==> src/rtl/bba_ram.sv <==
module bba_ram #(
  parameter int unsigned WIDTH = 64,
  parameter int unsigned DEPTH = 2
) (
  input  logic                                   clk_i,
  input  logic                                   we_i,
  input  logic [(DEPTH > 1 ? $clog2(DEPTH) : 1)-1:0] addr_i,
  input  logic [WIDTH-1:0]                       wdata_i,
  output logic [WIDTH-1:0]                       rdata_o
);

  logic [WIDTH-1:0] mem_q [DEPTH];
  logic [WIDTH-1:0] rdata_q;

  always_ff @(posedge clk_i) begin
    if (we_i) begin
      mem_q[addr_i] <= wdata_i;
    end else begin
      rdata_q <= mem_q[addr_i];
    end
  end

  assign rdata_o = rdata_q;

endmodule

==> config.mk <==
export PLATFORM = sky130hd
export DESIGN_NAME = bba_ram
export DESIGN_NICKNAME = d
export VERILOG_FILES = /design/src/rtl/bba_ram.sv
export SDC_FILE = /design/constraint.sdc
export NUM_CORES = 1
export LEC_CHECK = 0
export ABC_AREA = 1
export ABC_CLOCK_PERIOD_IN_PS = 5300
export BUFFER_PORTS_ARGS = -buffer_cell sky130_fd_sc_hd__buf_2
export CELL_PAD_IN_SITES_DETAIL_PLACEMENT = 0
export CELL_PAD_IN_SITES_GLOBAL_PLACEMENT = 1
export CORE_MARGIN = 2
export CORE_UTILIZATION = 41
export DETAILED_ROUTE_END_ITERATION = 16
export PLACE_DENSITY_LB_ADDON = 0.08
export SLEW_MARGIN = 25
export SYNTH_ARGS = -nofsm -noshare
export SYNTH_HDL_FRONTEND = slang
export SYNTH_SLANG_ARGS = --single-unit
==> constraint.sdc <==
create_clock -name clk_i -period 5.3 [get_ports clk_i]
set_input_delay 1.06 -clock clk_i [delete_from_list [all_inputs] [get_ports clk_i]]
set_output_delay 1.06 -clock clk_i [all_outputs]
set_load 0.005 [all_outputs]
* Yosys cells after proc, flatten, opt, wreduce, memory -nomap -nowiden
Memories as Yosys holds them, arrays and structs flattened. A register that Yosys moved wholly into a read port is not among the register bits. Cells that the tools add are included.
Storage, ports and cells: logic and storage cells 4, input port bits 67, register bits after elaboration 0, RAM bits 128, memories kept 1
Memory list:
- mem_q | words 2, width 64, read ports 1, clocked after Yosys merged registers in 1, wr ports 1, RTL line 12 | logic [WIDTH-1:0] mem_q [DEPTH];
Cells by class: mux-type cells 2, reductions and logical operators 1
Operator list (number):
- 2-to-1 mux 1 bit | 2
- logical NOT 1 bit | 1

* Longest topological paths before layout
depth after elaboration 2, depth in mapped cells 4, mapped depth without buffers 3

* Least setup slack after synthesis
No wires, ideal clock.
path type input -> register, start input port we_i, end memory mem_q[0][0], enable pin, library setup time 486 ps, arrival time 4790 ps, setup slack 25 ps, buffers on the path 0, stages on the path 2, path through inv_1 nor2_1
Between the ends: word-level cells in the longest chain between the ends 2
RTL lines:
- from (decl) | RTL line 6 | input logic we_i,
- 2-to-1 mux 1 bit | RTL line 16 | if (we_i) begin
- 2-to-1 mux 1 bit (implied by the code) | RTL line 17 | mem_q[addr_i] <= wdata_i;
- to (decl) | RTL line 12
Every way passes these cells.

* Final worst setup path
start input port addr_i, end memory mem_q[0][39], enable pin
RTL lines:
- from (decl) | RTL line 7 | input logic [(DEPTH > 1 ? $clog2(DEPTH) : 1)-1:0] addr_i,
No word-level cell before the write port.

==> impl_metrics.py <==
metrics = {
    "min_path": {
        "worst_hold_path_type": "flip-flop to flip-flop",
    },
    "sta": {
        "fin_crit_ns": 2.60,
        "setup-tns-final_ns": 0,
        "relSlewSlack_pct": 41.3,
        "tightest_slew_ns": 0.880,
        "hold_violations": 0,
        "setup-violations-final": 0,
        "slew_viol_final": 0,
        "fin_crit_sh_pct": 49.0,
        "fmax_ghz": 0.385,
        "fin_worst_skew_ns": 0.00540,
        "rsz0062_at_grt": "false",
    },
    "routing": {
        "wl_per_cell_um": 15.1,
        "met3WireLength_um": 583,
        "wl_met1_mm": 5.18,
        "drt_iter0_markers": 201,
        "routed-wl-met2_mm": 5.65,
        "drt_pass1_iterations": 4,
        "num_vias": 3374,
        "ant_nets": 0,
        "routed.top_layer": "met4",
        "viasPerCell": 4.38,
        "routed_wl_mm": 11.6,
        "drc": 0,
    },
    "floorplan": {
        "die-area_mm2": 0.0171,
        "io_pins": 131,
        "design.core.area_mm2": 0.0158,
        "die_x_um": 131,
        "die_h_um": 131,
        "start_util_pct": 41.7,
        "num_rows": 46,
    },
    "synth": {
        "yosysWarnings": 0,
        "avgSynthCellArea_um2": 16.4,
        "synth_area_leaders": "edfxtp_1 (87%), nand2_1 (11%), buf_6 (0.68%)",
        "yosys_register_bits": 192,
        "synth_cell_type_count": 8,
        "yosysTopAreaCellShare_pct": 87.4,
        "post-synth-top-area-cell": "edfxtp_1",
        "synth-seq-area-share_pct": 87.4,
        "syn_nets": 469,
        "syn_area_mm2": 0.00660,
        "synthCells": 402,
    },
    "clocking": {
        "clk_pin_slew_ns": 0.06,
        "clock_path_buffers": 2,
        "clk_latency_ns": 0.42,
        "cts.repair.resized": 0,
        "tritoncts": "yes",
        "htreeDepth": 4,
        "post-cts-setup-buffer-count": 0,
        "cts_buffers": 17,
        "root_buffer": "clkbuf_16",
        "clock_sinks": 192,
        "hold_buffers": 0,
    },
    "global_route": {
        "grtUsageTotal_pct": 14.0,
        "antenna_found_initial": 0,
        "first_global_vias": 3254,
        "grt_max_degree": 67,
        "grt_first_pass_wirelength_mm": 17.1,
        "grt_overflow": 0,
    },
    "run": {
        "max_cap_violations": 0,
    },
    "power": {
        "p_per_area_mw_per_mm2": 396,
        "power_leakage_nw": 3.21,
        "vdd_ir_drop_max_uv": 234,
    },
    "worst_setup_path": {
        "end_kind": "flip-flop",
        "worstPathArrival_ns": 2.64,
        "crit_path_start_kind": "primary input",
        "crit_type": "primary input to flip-flop",
        "path_max_fanout": 66,
        "required_ns": 5.35,
    },
    "place": {
        "dpl.hpwl_mm": 6.50,
        "io_buffer_count": 130,
        "placed_cell_area_mm2": 0.00747,
        "gp_congestion": 0.687,
    },
    "final_layout": {
        "antenna_cells": 0,
        "final_area_mm2": 0.00801,
        "nets": 609,
        "syn_to_final_growth_pct": 21.3,
        "final_layout_size_suffix_gt1_share_pct": 28.9,
    },
    "status": {
        "status": "finished, final reports clean",
    },
}
[power by group]
part / leakage (nW) / internal [W] / switching [W]
sequential: 1.84 / 0.00179 / 0.0000252
clock: 0.258 / 0.000684 / 0.000505
combinational: 1.12 / 0.0000608 / 0.000103
[synthesized netlist by cell type]
master and count:
inv_2 1, nor2_1 1, inv_1 2, nand2_1 193, edfxtp_1 192, buf_4 1
buf_6 4, buf_2 8
[area by class of cell]
type | count | area, um^2
inverter | 3 | 16.3
fill | 1363 | 7820
tap | 216 | 270
sequential | 192 | 5770
multi-input combinational | 194 | 736
timing repair buffer | 134 | 681
clock inverter | 9 | 92.6
clock buffer | 22 | 444
[cells in the final DEF, fill, tap and decap left out]
cell type   instances
clkinv_1            4
clkinv_2            4
nor2_4              1
clkbuf_16          17
buf_4               4
nand2_1           193
bufinv_16           2
edfxtp_1          192
buf_2             130
clkbuf_1            5
inv_4               1
clkinvlp_4          1
[per-layer routing]
metal | track usage [%] | vias up
met4 | 6.57 | 0
met5 | 0 | -
met1 | 17.4 | 1588
li1 | - | 1682
met3 | 4.19 | 16
met2 | 22.7 | 88
[flip-flops by register name, summed over array words and instances, names as in the netlist]
register / count
mem_q: 128
rdata_o: 64
[critical path, cell delays in order]
cell    delay, ns
buf_2        0.11
buf_4        0.36
nor2_4       0.39
buf_4        0.68
[kinds of logic (layout without fill, tap and decap cells)]
kind of cell,after synthesis,count (layout),synth area share (%)
simple gates,194,194,11.0
buf+inv,16,168,1.57
flops,192,192,87.4
[metrics by stage]
| step | utilization [%] | total power (W) | hold WS, ns | std cells | setup slack (ns) |
|---|---|---|---|---|---|
| 4_1_cts | 50.6 | 0.00321 | 0.509 | 770 | 2.65 |
| 2_1_floorplan | - | 0.00193 | 0.487 | 402 | 0.0245 |
| 3_3_place_gp | 47.2 | 0.00202 | 0.489 | 739 | 2.18 |
| 5_1_grt | 50.6 | 0.00329 | 0.527 | 770 | 2.56 |
| 6_report | 50.6 | 0.00317 | 0.508 | 770 | 2.70 |
| 3_5_place_dp | 47.2 | 0.00202 | 0.495 | 739 | 2.19 |
[final timing paths]
kind | startpoint | endpoint | slack (ns) | cells past startpoint
setup / recovery | addr_i | mem_q[0][39] | 2.70 | 4
hold / removal | mem_q[0][17] | rdata_o[17] | 0.51 | 2
setup reg to reg | mem_q[1][34] | rdata_o[34] | 4.54 | 2
hold reg to reg | mem_q[0][17] | rdata_o[17] | 0.51 | 2
No activity file was read; power rests on OpenSTA's default activity.
